$ cat src/hdl/roi_ae_pkg.sv
// Shared types and constants for the ROI auto-exposure block.
// Pixel and result item structs, register map, adjustment codes.
// No dependencies.
package roi_ae_pkg;

  localparam int COORD_BITS = 12;
  localparam int CNT_BITS   = 2 * COORD_BITS + 1;
  localparam int SUM_BITS   = 2 * COORD_BITS + 10;
  localparam int EXPO_W     = 14;
  localparam int ADDR_W     = 5;
  localparam int REG_IDX_W  = 3;

  localparam int EXPO_MIN     = 1;
  localparam int EXPO_MAX     = 10000;
  localparam int EXPO_RESET   = 1000;
  localparam int LIGHT_LIMIT  = 250;
  localparam int FAST_STEP    = 200;
  localparam int SLOW_STEP    = 50;
  localparam int BEACON_DROP  = 5;
  localparam int SCALE_NORM   = 3;
  localparam int SCALE_BEACON = 10;

  localparam logic [7:0] TARGET_RESET    = 8'd128;
  localparam logic [7:0] TOLERANCE_RESET = 8'd10;

  typedef enum logic [REG_IDX_W-1:0] {
    REG_TARGET_GRAY = 3'd0,
    REG_TOLERANCE   = 3'd1,
    REG_BEACON_MODE = 3'd2,
    REG_CENTER_X    = 3'd3,
    REG_CENTER_Y    = 3'd4,
    REG_WIDTH       = 3'd5,
    REG_HEIGHT      = 3'd6,
    REG_INIT_EXPO   = 3'd7
  } reg_idx_t;

  typedef enum logic [1:0] {
    ADJ_NONE     = 2'd0,
    ADJ_FAST_DEC = 2'd1,
    ADJ_DEC      = 2'd2,
    ADJ_INC      = 2'd3
  } adj_t;

  typedef struct packed {
    logic [COORD_BITS-1:0] pix_x;
    logic [COORD_BITS-1:0] pix_y;
    logic [7:0]            blue;
    logic [7:0]            green;
    logic [7:0]            red;
    logic                  last_pixel;
  } pix_t;

  typedef struct packed {
    logic [EXPO_W-1:0]   exposure_time;
    adj_t                adjustment;
    logic [SUM_BITS-1:0] lit_sum;
    logic [CNT_BITS-1:0] counted_pixels;
  } res_t;

  typedef struct packed {
    logic [7:0]        target_gray;
    logic [7:0]        tolerance;
    logic              beacon_mode;
    logic [15:0]       box_center_x;
    logic [15:0]       box_center_y;
    logic [15:0]       box_width;
    logic [15:0]       box_height;
    logic [EXPO_W-1:0] initial_exposure;
  } cfg_t;

  // Frame totals handed from the accumulator to the decision stage
  typedef struct packed {
    logic [SUM_BITS-1:0] sum;
    logic [CNT_BITS-1:0] cnt;
  } frm_t;

endpackage

$ cat src/hdl/roi_auto_exposure_step_top.sv
// ROI auto exposure: one pixel item per clock while in_stall is low, one result item per frame.
// Path: after its last pixel is accepted, a result passes through the input register,
// frame capture, threshold products and result register.
// Throughput: 1 pixel per cycle while in_stall is low; in_stall rises only when a last
// pixel meets frame results held in frame slot, decision stage and stalled output.
// Reset (rst_n, synchronous): registers at defaults, accumulators zero, exposure 1000.
module roi_auto_exposure_step_top import roi_ae_pkg::*; (
  input  logic              clk,
  input  logic              rst_n,
  // pixel input
  input  logic              in_valid,
  output logic              in_stall,
  input  pix_t              in_data,
  // frame result
  output logic              out_valid,
  input  logic              out_stall,
  output res_t              out_data,
  // configuration
  input  logic              psel,
  input  logic              penable,
  input  logic              pwrite,
  input  logic [ADDR_W-1:0] paddr,
  input  logic [31:0]       pwdata,
  output logic [31:0]       prdata,
  output logic              pready
);

  cfg_t cfg;
  logic expo_load;
  logic frm_vld, frm_take;
  frm_t frm;

  // Register file; a write to the initial exposure reloads the exposure state
  roi_ae_cfg u_cfg (
    .clk       (clk),
    .rst_n     (rst_n),
    .psel      (psel),
    .penable   (penable),
    .pwrite    (pwrite),
    .paddr     (paddr),
    .pwdata    (pwdata),
    .prdata    (prdata),
    .pready    (pready),
    .cfg       (cfg),
    .expo_load (expo_load)
  );

  // Per-pixel region test and saturating count/sum; frame totals on last pixel
  roi_ae_acc u_acc (
    .clk      (clk),
    .rst_n    (rst_n),
    .cfg      (cfg),
    .in_valid (in_valid),
    .in_stall (in_stall),
    .in_data  (in_data),
    .frm_vld  (frm_vld),
    .frm      (frm),
    .frm_take (frm_take)
  );

  // Per-frame decision: products, compare, exposure step, result item
  roi_ae_dec u_dec (
    .clk       (clk),
    .rst_n     (rst_n),
    .cfg       (cfg),
    .expo_load (expo_load),
    .frm_vld   (frm_vld),
    .frm       (frm),
    .frm_take  (frm_take),
    .out_valid (out_valid),
    .out_stall (out_stall),
    .out_data  (out_data)
  );

endmodule

$ cat src/hdl/roi_ae_cfg.sv
// Configuration register file on an APB-style port.
// Depends on roi_ae_pkg.
module roi_ae_cfg import roi_ae_pkg::*; (
  input  logic              clk,
  input  logic              rst_n,
  input  logic              psel,
  input  logic              penable,
  input  logic              pwrite,
  input  logic [ADDR_W-1:0] paddr,
  input  logic [31:0]       pwdata,
  output logic [31:0]       prdata,
  output logic              pready,
  output cfg_t              cfg,
  output logic              expo_load
);

  cfg_t     cfg_r, cfg_nxt;
  logic     expo_load_r, expo_load_nxt;
  logic     wr;
  reg_idx_t idx;

  assign wr     = psel && penable && pwrite;
  assign idx    = reg_idx_t'(paddr[ADDR_W-1:2]);
  assign pready = 1'b1;

  always_comb begin
    cfg_nxt       = cfg_r;
    expo_load_nxt = 1'b0;
    if (wr) begin
      unique case (idx)
        REG_TARGET_GRAY: cfg_nxt.target_gray  = pwdata[7:0];
        REG_TOLERANCE:   cfg_nxt.tolerance    = pwdata[7:0];
        REG_BEACON_MODE: cfg_nxt.beacon_mode  = pwdata[0];
        REG_CENTER_X:    cfg_nxt.box_center_x = pwdata[15:0];
        REG_CENTER_Y:    cfg_nxt.box_center_y = pwdata[15:0];
        REG_WIDTH:       cfg_nxt.box_width    = pwdata[15:0];
        REG_HEIGHT:      cfg_nxt.box_height   = pwdata[15:0];
        REG_INIT_EXPO: begin
          cfg_nxt.initial_exposure = pwdata[EXPO_W-1:0];
          expo_load_nxt            = 1'b1;
        end
      endcase
    end
  end

  always_comb begin
    unique case (idx)
      REG_TARGET_GRAY: prdata = {24'd0, cfg_r.target_gray};
      REG_TOLERANCE:   prdata = {24'd0, cfg_r.tolerance};
      REG_BEACON_MODE: prdata = {31'd0, cfg_r.beacon_mode};
      REG_CENTER_X:    prdata = {16'd0, cfg_r.box_center_x};
      REG_CENTER_Y:    prdata = {16'd0, cfg_r.box_center_y};
      REG_WIDTH:       prdata = {16'd0, cfg_r.box_width};
      REG_HEIGHT:      prdata = {16'd0, cfg_r.box_height};
      REG_INIT_EXPO:   prdata = {{(32-EXPO_W){1'b0}}, cfg_r.initial_exposure};
    endcase
  end

  always_ff @(posedge clk) begin
    if (!rst_n) begin
      cfg_r.target_gray      <= TARGET_RESET;
      cfg_r.tolerance        <= TOLERANCE_RESET;
      cfg_r.beacon_mode      <= 1'b0;
      cfg_r.box_center_x     <= '0;
      cfg_r.box_center_y     <= '0;
      cfg_r.box_width        <= '0;
      cfg_r.box_height       <= '0;
      cfg_r.initial_exposure <= EXPO_W'(EXPO_RESET);
      expo_load_r            <= 1'b0;
    end else begin
      cfg_r       <= cfg_nxt;
      expo_load_r <= expo_load_nxt;
    end
  end

  // Load strobe is registered along with cfg_r, so the new value is already in cfg_r
  assign cfg       = cfg_r;
  assign expo_load = expo_load_r;

endmodule

$ cat src/hdl/roi_ae_acc.sv
// Input register, region test and per-frame brightness accumulation.
// Depends on roi_ae_pkg.
module roi_ae_acc import roi_ae_pkg::*; (
  input  logic clk,
  input  logic rst_n,
  input  cfg_t cfg,
  input  logic in_valid,
  output logic in_stall,
  input  pix_t in_data,
  output logic frm_vld,
  output frm_t frm,
  input  logic frm_take
);

  localparam int SW1 = SUM_BITS + 1;
  localparam logic [CNT_BITS-1:0] CNT_MAX = '1;
  localparam logic [SUM_BITS-1:0] SUM_MAX = '1;

  pix_t                pix_r, pix_nxt;
  logic                pix_vld_r, pix_vld_nxt;
  logic [CNT_BITS-1:0] cnt_r, cnt_nxt, cnt_upd;
  logic [SUM_BITS-1:0] sum_r, sum_nxt, sum_upd;
  logic [SW1-1:0]      sum_wide;
  frm_t                frm_r, frm_nxt;
  logic                frm_vld_r, frm_vld_nxt;
  logic                has_target, in_box, lit, frm_free, pix_move, accept;

  // Half-open interval test on one axis, bounds in whole pixels
  function automatic logic axis_in(logic [COORD_BITS-1:0] p, logic [15:0] c,
                                   logic [15:0] sz, logic beacon);
    logic [19:0] span;
    logic [20:0] hi_sum, lo_diff;
    logic [16:0] lo, hi;
    span    = beacon ? 20'(sz) * 20'(SCALE_BEACON) : 20'(sz) * 20'(SCALE_NORM);
    hi_sum  = 21'(c) + 21'(span);
    lo_diff = 21'(c) - 21'(span);
    hi      = hi_sum[20:4];
    lo      = (21'(c) > 21'(span)) ? lo_diff[20:4] : 17'd0;
    return (17'(p) >= lo) && (17'(p) < hi);
  endfunction

  assign has_target = (|cfg.box_width) && (|cfg.box_height) && (|cfg.box_center_x);
  assign in_box     = !has_target ||
                      (axis_in(pix_r.pix_x, cfg.box_center_x, cfg.box_width,
                               cfg.beacon_mode) &&
                       axis_in(pix_r.pix_y, cfg.box_center_y, cfg.box_height,
                               cfg.beacon_mode));
  assign lit = (pix_r.blue  < 8'(LIGHT_LIMIT)) &&
               (pix_r.green < 8'(LIGHT_LIMIT)) &&
               (pix_r.red   < 8'(LIGHT_LIMIT));

  assign sum_wide = SW1'(sum_r) + SW1'(pix_r.blue) + SW1'(pix_r.green) + SW1'(pix_r.red);

  always_comb begin
    cnt_upd = cnt_r;
    sum_upd = sum_r;
    if (in_box) begin
      if (cnt_r != CNT_MAX) cnt_upd = cnt_r + 1'b1;
      if (lit) sum_upd = sum_wide[SUM_BITS] ? SUM_MAX : sum_wide[SUM_BITS-1:0];
    end
  end

  // A last pixel can only retire when the frame slot is free
  assign frm_free = !frm_vld_r || frm_take;
  assign pix_move = pix_vld_r && (!pix_r.last_pixel || frm_free);
  assign in_stall = pix_vld_r && !pix_move;
  assign accept   = in_valid && !in_stall;

  always_comb begin
    pix_nxt     = pix_r;
    pix_vld_nxt = pix_vld_r;
    cnt_nxt     = cnt_r;
    sum_nxt     = sum_r;
    frm_nxt     = frm_r;
    frm_vld_nxt = frm_vld_r;
    if (frm_take) frm_vld_nxt = 1'b0;
    if (pix_move) begin
      pix_vld_nxt = 1'b0;
      if (pix_r.last_pixel) begin
        frm_nxt.sum = sum_upd;
        frm_nxt.cnt = cnt_upd;
        frm_vld_nxt = 1'b1;
        cnt_nxt     = '0;
        sum_nxt     = '0;
      end else begin
        cnt_nxt = cnt_upd;
        sum_nxt = sum_upd;
      end
    end
    if (accept) begin
      pix_nxt     = in_data;
      pix_vld_nxt = 1'b1;
    end
  end

  always_ff @(posedge clk) begin
    if (!rst_n) begin
      pix_vld_r <= 1'b0;
      frm_vld_r <= 1'b0;
      cnt_r     <= '0;
      sum_r     <= '0;
    end else begin
      pix_vld_r <= pix_vld_nxt;
      frm_vld_r <= frm_vld_nxt;
      cnt_r     <= cnt_nxt;
      sum_r     <= sum_nxt;
    end
  end

  always_ff @(posedge clk) begin
    pix_r <= pix_nxt;
    frm_r <= frm_nxt;
  end

  assign frm_vld = frm_vld_r;
  assign frm     = frm_r;

endmodule

$ cat src/hdl/roi_ae_dec.sv
// Exposure decision: threshold products, compare, exposure step, result register.
// Depends on roi_ae_pkg.
module roi_ae_dec import roi_ae_pkg::*; (
  input  logic clk,
  input  logic rst_n,
  input  cfg_t cfg,
  input  logic expo_load,
  input  logic frm_vld,
  input  frm_t frm,
  output logic frm_take,
  output logic out_valid,
  input  logic out_stall,
  output res_t out_data
);

  localparam int KW = 14;
  localparam int PW = CNT_BITS + 1 + KW;
  localparam int EW = EXPO_W + 2;

  logic signed [9:0]       te;
  logic signed [KW-1:0]    te_k, tol_k, hi_k, lo_k, k1, k2, k3;
  logic signed [CNT_BITS:0] n_s;
  logic signed [PW-1:0]    p1_r, p2_r, p3_r, p1_nxt, p2_nxt, p3_nxt, s_s, s2;
  logic [SUM_BITS-1:0]     sum_r;
  logic [CNT_BITS-1:0]     cnt_r;
  logic                    d2_vld_r, d2_vld_nxt, d2_free, out_ld;
  logic                    out_vld_r, out_vld_nxt;
  res_t                    out_r, out_nxt;
  adj_t                    adj;
  logic signed [EW-1:0]    ex_s, delta, ex_new;
  logic [EXPO_W-1:0]       expo_r, expo_nxt, ex_clamp, init_clamp;

  // Thresholds scaled so the mean S/(3N) is compared by cross-multiplying
  assign te    = signed'({2'b00, cfg.target_gray}) -
                 (cfg.beacon_mode ? 10'sd5 : 10'sd0);
  assign te_k  = KW'(te);
  assign tol_k = signed'(KW'(cfg.tolerance));
  assign hi_k  = te_k + tol_k;
  assign lo_k  = te_k - tol_k;
  assign k1    = (te_k <<< 4) - te_k;
  assign k2    = (hi_k <<< 1) + hi_k;
  assign k3    = (lo_k <<< 1) + lo_k;
  assign n_s   = signed'({1'b0, frm.cnt});

  assign p1_nxt = k1 * n_s;
  assign p2_nxt = k2 * n_s;
  assign p3_nxt = k3 * n_s;

  assign out_ld   = d2_vld_r && (!out_vld_r || !out_stall);
  assign d2_free  = !d2_vld_r || out_ld;
  assign frm_take = frm_vld && d2_free;

  assign s_s = signed'(PW'(sum_r));
  assign s2  = s_s <<< 1;

  always_comb begin
    priority if (cnt_r == '0)  adj = ADJ_NONE;
    else if (s2 > p1_r)        adj = ADJ_FAST_DEC;
    else if (s_s > p2_r)       adj = ADJ_DEC;
    else if (s_s < p3_r)       adj = ADJ_INC;
    else                       adj = ADJ_NONE;
  end

  always_comb begin
    unique case (adj)
      ADJ_FAST_DEC: delta = -EW'(FAST_STEP);
      ADJ_DEC:      delta = -EW'(SLOW_STEP);
      ADJ_INC:      delta = EW'(SLOW_STEP);
      ADJ_NONE:     delta = '0;
    endcase
  end

  assign ex_s   = signed'(EW'(expo_r));
  assign ex_new = ex_s + delta;

  always_comb begin
    priority if (ex_new < EW'(EXPO_MIN)) ex_clamp = EXPO_W'(EXPO_MIN);
    else if (ex_new > EW'(EXPO_MAX))     ex_clamp = EXPO_W'(EXPO_MAX);
    else                                 ex_clamp = ex_new[EXPO_W-1:0];
  end

  always_comb begin
    priority if (cfg.initial_exposure == '0)      init_clamp = EXPO_W'(EXPO_MIN);
    else if (cfg.initial_exposure > EXPO_W'(EXPO_MAX)) init_clamp = EXPO_W'(EXPO_MAX);
    else                                          init_clamp = cfg.initial_exposure;
  end

  always_comb begin
    expo_nxt    = expo_r;
    out_nxt     = out_r;
    out_vld_nxt = out_vld_r;
    d2_vld_nxt  = d2_vld_r;
    if (!out_stall) out_vld_nxt = 1'b0;
    if (out_ld) begin
      d2_vld_nxt             = 1'b0;
      out_vld_nxt            = 1'b1;
      expo_nxt               = ex_clamp;
      out_nxt.exposure_time  = ex_clamp;
      out_nxt.adjustment     = adj;
      out_nxt.lit_sum        = sum_r;
      out_nxt.counted_pixels = cnt_r;
    end
    if (frm_take) d2_vld_nxt = 1'b1;
    if (expo_load) expo_nxt = init_clamp;
  end

  always_ff @(posedge clk) begin
    if (!rst_n) begin
      d2_vld_r  <= 1'b0;
      out_vld_r <= 1'b0;
      expo_r    <= EXPO_W'(EXPO_RESET);
    end else begin
      d2_vld_r  <= d2_vld_nxt;
      out_vld_r <= out_vld_nxt;
      expo_r    <= expo_nxt;
    end
  end

  always_ff @(posedge clk) begin
    out_r <= out_nxt;
    if (frm_take) begin
      p1_r  <= p1_nxt;
      p2_r  <= p2_nxt;
      p3_r  <= p3_nxt;
      sum_r <= frm.sum;
      cnt_r <= frm.cnt;
    end
  end

  assign out_valid = out_vld_r;
  assign out_data  = out_r;

endmodule

$ cat config.mk
export PLATFORM = sky130hd
export DESIGN_NAME = roi_auto_exposure_step_top
export DESIGN_NICKNAME = d
export VERILOG_FILES = /design/src/hdl/roi_ae_pkg.sv /design/src/hdl/roi_auto_exposure_step_top.sv /design/src/hdl/roi_ae_cfg.sv /design/src/hdl/roi_ae_acc.sv /design/src/hdl/roi_ae_dec.sv
export SDC_FILE = /design/constraint.sdc
export NUM_CORES = 2
export LEC_CHECK = 0
export BUFFER_PORTS_ARGS = -buffer_cell sky130_fd_sc_hd__buf_2
export CELL_PAD_IN_SITES_DETAIL_PLACEMENT = 1
export CELL_PAD_IN_SITES_GLOBAL_PLACEMENT = 2
export CORE_ASPECT_RATIO = 0.7
export CORE_UTILIZATION = 38
export CTS_CLUSTER_SIZE = 30
export DETAILED_ROUTE_END_ITERATION = 10
export GPL_ROUTABILITY_DRIVEN = 0
export PLACE_DENSITY_LB_ADDON = 0.12
export SYNTH_ARGS = -nofsm -noshare
export SYNTH_HDL_FRONTEND = slang
export SYNTH_SLANG_ARGS = --single-unit
$ cat constraint.sdc
create_clock -name clk -period 10.3 [get_ports clk]
set_input_delay 1.03 -clock clk [delete_from_list [all_inputs] [get_ports clk]]
set_output_delay 1.03 -clock clk [all_outputs]
set_load 0.01 [all_outputs]
# Yosys cells after proc, flatten, opt, wreduce, memory -nomap -nowiden
# Index checks and enable logic that the tools add are counted.
# op_classes
add_sub_neg,15
multipliers,7
n_lt_le_gt_ge,15
eq_ne,12
n_mux,34
n_reduce_logical,47
# ops
op,n
32-bit one-hot mux with 8 select lines,1
34-bit 2-to-1 mux,4
14-bit by 26-bit multiplier with 40-bit output,3
14-bit 2-to-1 mux,6
25-bit 2-to-1 mux,3
35-bit by 8-bit adder with 35-bit output,2
16-bit one-hot mux with 4 select lines,1
16-bit OR reduction,3
16-bit by 20-bit adder with 21-bit output,2
16-bit by 20-bit subtractor with 21-bit output,2
16-bit by 20-bit > comparator with 1-bit output,2
35-bit by 40-bit > comparator with 1-bit output,1
36-bit by 40-bit > comparator with 1-bit output,1
35-bit by 40-bit < comparator with 1-bit output,1
20-bit 2-to-1 mux,2
"16-bit by 3-bit multiplier with 19-bit output, second input constant",2
"16-bit by 2-bit multiplier with 18-bit output, second input constant",2
34-bit by 8-bit adder with 35-bit output,1
12-bit by 17-bit >= comparator with 1-bit output,2
12-bit by 17-bit < comparator with 1-bit output,2
17-bit 2-to-1 mux,2
12-bit by 11-bit adder with 13-bit output,2
"25-bit by 1-bit adder with 25-bit output, second input constant",1
25-bit zero test,1
27 further kinds,81
# totals
ff_bits,535
inputBits,93
output_inout_bits,110
word_cells,163

# Longest topological paths before layout
# depth
word_depth,13
ltp_mapped,46
ltp_nobuf,44

# By module
# Synthesis repeated with hierarchy kept, for this count alone.
# hier_totals
cells_unflattened,7007
hier_area_um2,64730.8
# by_module_without_submodules
mod,instances,cells_per_inst,area_each_um2
roi_ae_dec,1,4721,44488.9
roi_ae_acc,1,1735,15660.0
roi_ae_cfg,1,551,4581.9

# Worst setup path before layout
# No wires, ideal clock.
# synth_timing
path_kind,reg-to-reg
startpoint,reg u_cfg.cfg_r (netlist bit u_cfg.cfg[78])
endpoint,"reg u_dec.p3_r[39], data pin"
setup_time_ns,0.260
t_arrival_ns,9.915
slack_ns,0.126
stages_incl_launch_ff,39
synth_period_minus_slack_ns,10.174
path_cell_list,dfxtp_1 clkbuf_1 inv_1 buf_1 ha_1 a21oi_1 xor2_1 ha_1 inv_1 a21oi_1 o21ai_0 nand2b_1 a21o_1 a21o_1 nor2b_1 o21ai_0 clkbuf_1 ha_1 (+3 left out) fa_1 inv_1 fa_1 fa_1 fa_1 fa_1 ha_1 ha_1 a2111oi_0 a22oi_2 a2111oi_2 o31ai_1 o2bb2ai_1 o41ai_2 o211ai_1 o21a_1 nor2_1 xnor2_1
# synth_via
elab_chain_len,5
# synth_lines
element,line,text
"start, declared",roi_ae_cfg.sv:17,"cfg_t cfg_r, cfg_nxt;"
"start signal, assigned",roi_ae_cfg.sv:71,cfg_r <= cfg_nxt;
3-bit 2-to-1 mux,roi_ae_dec.sv:35,(cfg.beacon_mode ? 10'sd5 : 10'sd0);
8-bit by 3-bit subtractor with 9-bit output,roi_ae_dec.sv:34,"assign te = signed'({2'b00, cfg.target_gray}) -"
9-bit by 9-bit subtractor with 10-bit output,roi_ae_dec.sv:39,assign lo_k = te_k - tol_k;
12-bit by 11-bit adder with 13-bit output,roi_ae_dec.sv:42,assign k3 = (lo_k <<< 1) + lo_k;
14-bit by 26-bit multiplier with 40-bit output,roi_ae_dec.sv:47,assign p3_nxt = k3 * n_s;
via u_dec.p3_nxt[39],roi_ae_dec.sv:23,"logic signed [PW-1:0] p1_r, p2_r, p3_r, p1_nxt, p2_nxt, p3_nxt, s_s, s2;"
"end signal, assigned",roi_ae_dec.sv:124,p3_r <= p3_nxt;
"end, declared",roi_ae_dec.sv:23,
# The timed path passes the listed nets, and every way through them passes these cells.
# A chain may end at the register's enable or synchronous reset.

# Worst setup path after layout
# layout_timing
startpoint,reg u_cfg.cfg_r (netlist bit u_cfg.cfg[87])
endpoint,"reg u_dec.p3_r[39], data pin"
# layout_via
elab_chain_len,4
# layout_lines
element,line
8-bit by 3-bit subtractor with 9-bit output,roi_ae_dec.sv:34
9-bit by 9-bit subtractor with 10-bit output,roi_ae_dec.sv:39
12-bit by 11-bit adder with 13-bit output,roi_ae_dec.sv:42
14-bit by 26-bit multiplier with 40-bit output,roi_ae_dec.sv:47
via u_dec.p3_nxt[39],roi_ae_dec.sv:23
# The timed path passes the listed nets, and every way through them passes these cells.

==> flow_summary.ini <==
[global_route]
grt_max_degree = 123
grtUsageTotal_pct = 24.8
grt_pass1_vias = 51300
grt_pass1_wl_um = 325000
gr-total-overflow = 0
antenna_found_initial = 17

[cts]
clock_latency_ns = 0.71
hold_buffers = 0
ctsRootBufferMaster = clkbuf_16
htreeDepth = 2
cts_made_buffers = 58
cts_tree = yes
cts.sinks = 534
clk_pin_slew_ns = 0.07
clock_path_buffers = 3

[floorplanning]
core_mm2 = 0.169
start_util_pct = 38.4
io_pins = 203
fp-row-count = 126
die_area_mm2 = 0.172
die_h_um = 348
die_x_um = 496

[timing]
setup_viol = 0
clock.fmax_mhz = 101
relSlewSlack_pct = 10.5
worst_slew_pin_slew_ns = 1.34
hold_viol = 0
drv_slew = 0
finClkSkew_ns = 0.0541
timing.final.crit_period_ns = 9.86
min_period_over_period_pct = 95.7

[critical_path]
crit_path_max_fanout = 5
slowest_delay_ns = 0.54
critPathArrivalTime_ns = 10.27
critPathRequiredTime_ns = 10.71
slowest_stage = o31ai_1
crit_path_end_kind = flop
path_class = flop to flop
start_kind = flop
cpMostUsedCell = fa_1
path_delay_family = adder cells
path_buf_inv = 8
ff2ff_setup_slack_ns = 0.44

[synthesis]
synth_largest_area_cell = fa_1
synth_area_leaders = fa_1 25%, edfxtp_1 17%, ha_1 15%
synthFlopType = edfxtp_1
synth_async_sr_flop_share_pct = 0
synth-edff-count = 361
ys_types = 101
ys_seq_area_share_pct = 22.0
syn_area_mm2 = 0.0649
syn_inst = 6912
synth-seq-cells = 534
yosysWarnings = 0
synth.avg_cell_area_um2 = 9.39
synth_top_area_share_pct = 24.8

[hold_path]
hp-class = flop to flop

[power]
p_int_mw = 10.4
power_frac_clock_pct = 11.8
p_per_area_mw_per_mm2 = 273
p_comb_share_pct = 71.9
power.total_mw = 19.6
peakVddDrop_mv = 0.391
p_seq_share_pct = 16.3
swShare_pct = 47.0
leakage_nw = 34.2
p_switching_mw = 9.19

[job]
maxCapViolCount = 0

[route]
drt-vias-per-instance = 5.31
dr.pass1.iters = 5
post_drt_wl_per_cell_um = 23.0
vias = 49600
drc = 0
drt_wl_total_um = 215000
drt_iter0_markers = 3259
ant_nets = 0

[finish]
multi_input_area_mm2 = 0.0463
fin_util_pct = 42.4
register_area_mm2 = 0.0143
layout-drive-gt1-share_pct = 8.65
layout_commonest_cell = inv_1
final_nets = 8718
final_cell_mix = 1,004 x inv_1, 976 x nand2_1, 805 x fa_1, 766 x ha_1, 361 x edfxtp_1
n_fill_cell = 19200
layout-area-overhead-vs-synth_pct = 10.4

[placement]
place.detailed.hpwl_um = 170000
port_buffers = 167

[status]
status = finished clean
-- sequential cells by signal, indices dropped and copies added (netlist names), 14 cells and up --
signal	flops
u_dec.sum_r	34
u_acc.cnt_r	25
u_acc.frm	59
u_cfg.cfg	95
u_acc.pix_r	49
u_dec.p1_r	40
u_dec.p2_r	39
u_dec.p3_r	40
u_dec.cnt_r	25
u_acc.sum_r	34
u_dec.out_data	75
u_dec.expo_r	14
-- final timing paths --
check,from,end,cells past startpoint
max,u_cfg.cfg[87],u_dec.p3_r[39],40
min,u_acc.frm[33],u_dec.sum_r[8],0
max reg2reg,u_cfg.cfg[87],u_dec.p3_r[39],40
min reg2reg,u_acc.frm[33],u_dec.sum_r[8],0
-- power groups by stage --
stage / clock, mW / combinational [mW] / sequential [mW]
global route: 2.44 / 15.9 / 3.20
global placement: 0 / 13.4 / 3.22
detailed placement: 0 / 13.7 / 3.23
floorplan: 0 / 9.91 / 3.20
finish: 2.31 / 14.1 / 3.18
CTS: 2.36 / 13.9 / 3.18
-- metal layers --
layer	vias to the layer above	GRT usage, %	wire (um)
met1	25500	39.8	112000
met3	151	3.96	13900
li1	22900	-	-
met2	1038	34.9	86000
met5	-	0	0
met4	0	4.03	3450
-- area by class of cell --
class / count / share of cell area (%)
sequential: 534 / 20.0
clock inverter: 36 / 0.662
multi-input combinational: 5088 / 64.5
clock buffer: 73 / 2.18
timing repair buffer: 357 / 3.45
antenna: 3 / 0.0105
inverter: 1008 / 5.28
tap: 2240 / 3.91
-- synth_stat cells (12+ instances only) --
master	instances
a211oi_1	26
or3_1	30
a22o_1	16
buf_4	20
nor3_1	65
o21a_1	36
and2_1	315
a21o_1	128
or4_1	23
nor2b_1	56
dfxtp_1	173
inv_1	1005
nand3_1	84
ha_1	773
o211ai_1	24
nand4_1	50
xnor2_1	176
xor2_1	89
nor2_1	346
a21oi_1	345
o31ai_1	12
o21bai_1	53
nand2b_1	67
o21ai_0	169
clkbuf_1	257
mux2_2	26
edfxtp_1	361
mux2i_1	25
o22ai_1	13
fa_1	805
and3_1	30
a211o_1	12
a31oi_1	47
nand2_1	976
nor4_1	33
-- per-stage QoR --
step,instances,setup TNS (ns),area (um^2),hold slack (ns),setup WS [ns]
after floorplan,6927,0,64900,0.400,0.126
after global placement,9213,-0.00735,69100,0.403,-0.00735
after detailed placement,9213,-0.597,69100,0.405,-0.257
after CTS,9322,0,71100,0.418,0.00628
after global routing,9336,-0.0643,71700,0.430,-0.0585
final,9339,0,71700,0.418,0.440
-- timing repair --
item                                   4_1_cts  5_1_grt
pin swaps                                    0       18
endpoints found under the hold margin        0        0
setup endpoints to repair                    4       28
setup buffers                                0       10
resized for setup                            7       69
gates cloned                                 0        4
-- worst register-to-register path: cells and delay by family (launching register included) --
family,cells,cell delay (ns)
adder cells (fa/ha/maj),12,4.95
AO/OA/AOI/OAI,14,2.77
buffers and inverters,8,0.72
AND/OR/NAND/NOR,4,0.54
flip-flops,1,0.31
XOR/XNOR,2,0.30
-- cell families after synthesis --
family / share of synthesized area [%]
other cells: 0.0116
buf+inv: 7.73
simple gates: 15.3
xor+xnor: 3.58
fa+ha+maj: 39.7
compound gates: 10.5
flops: 22.0
mux: 1.05
Note: power is estimated with default switching activity, not from simulation.
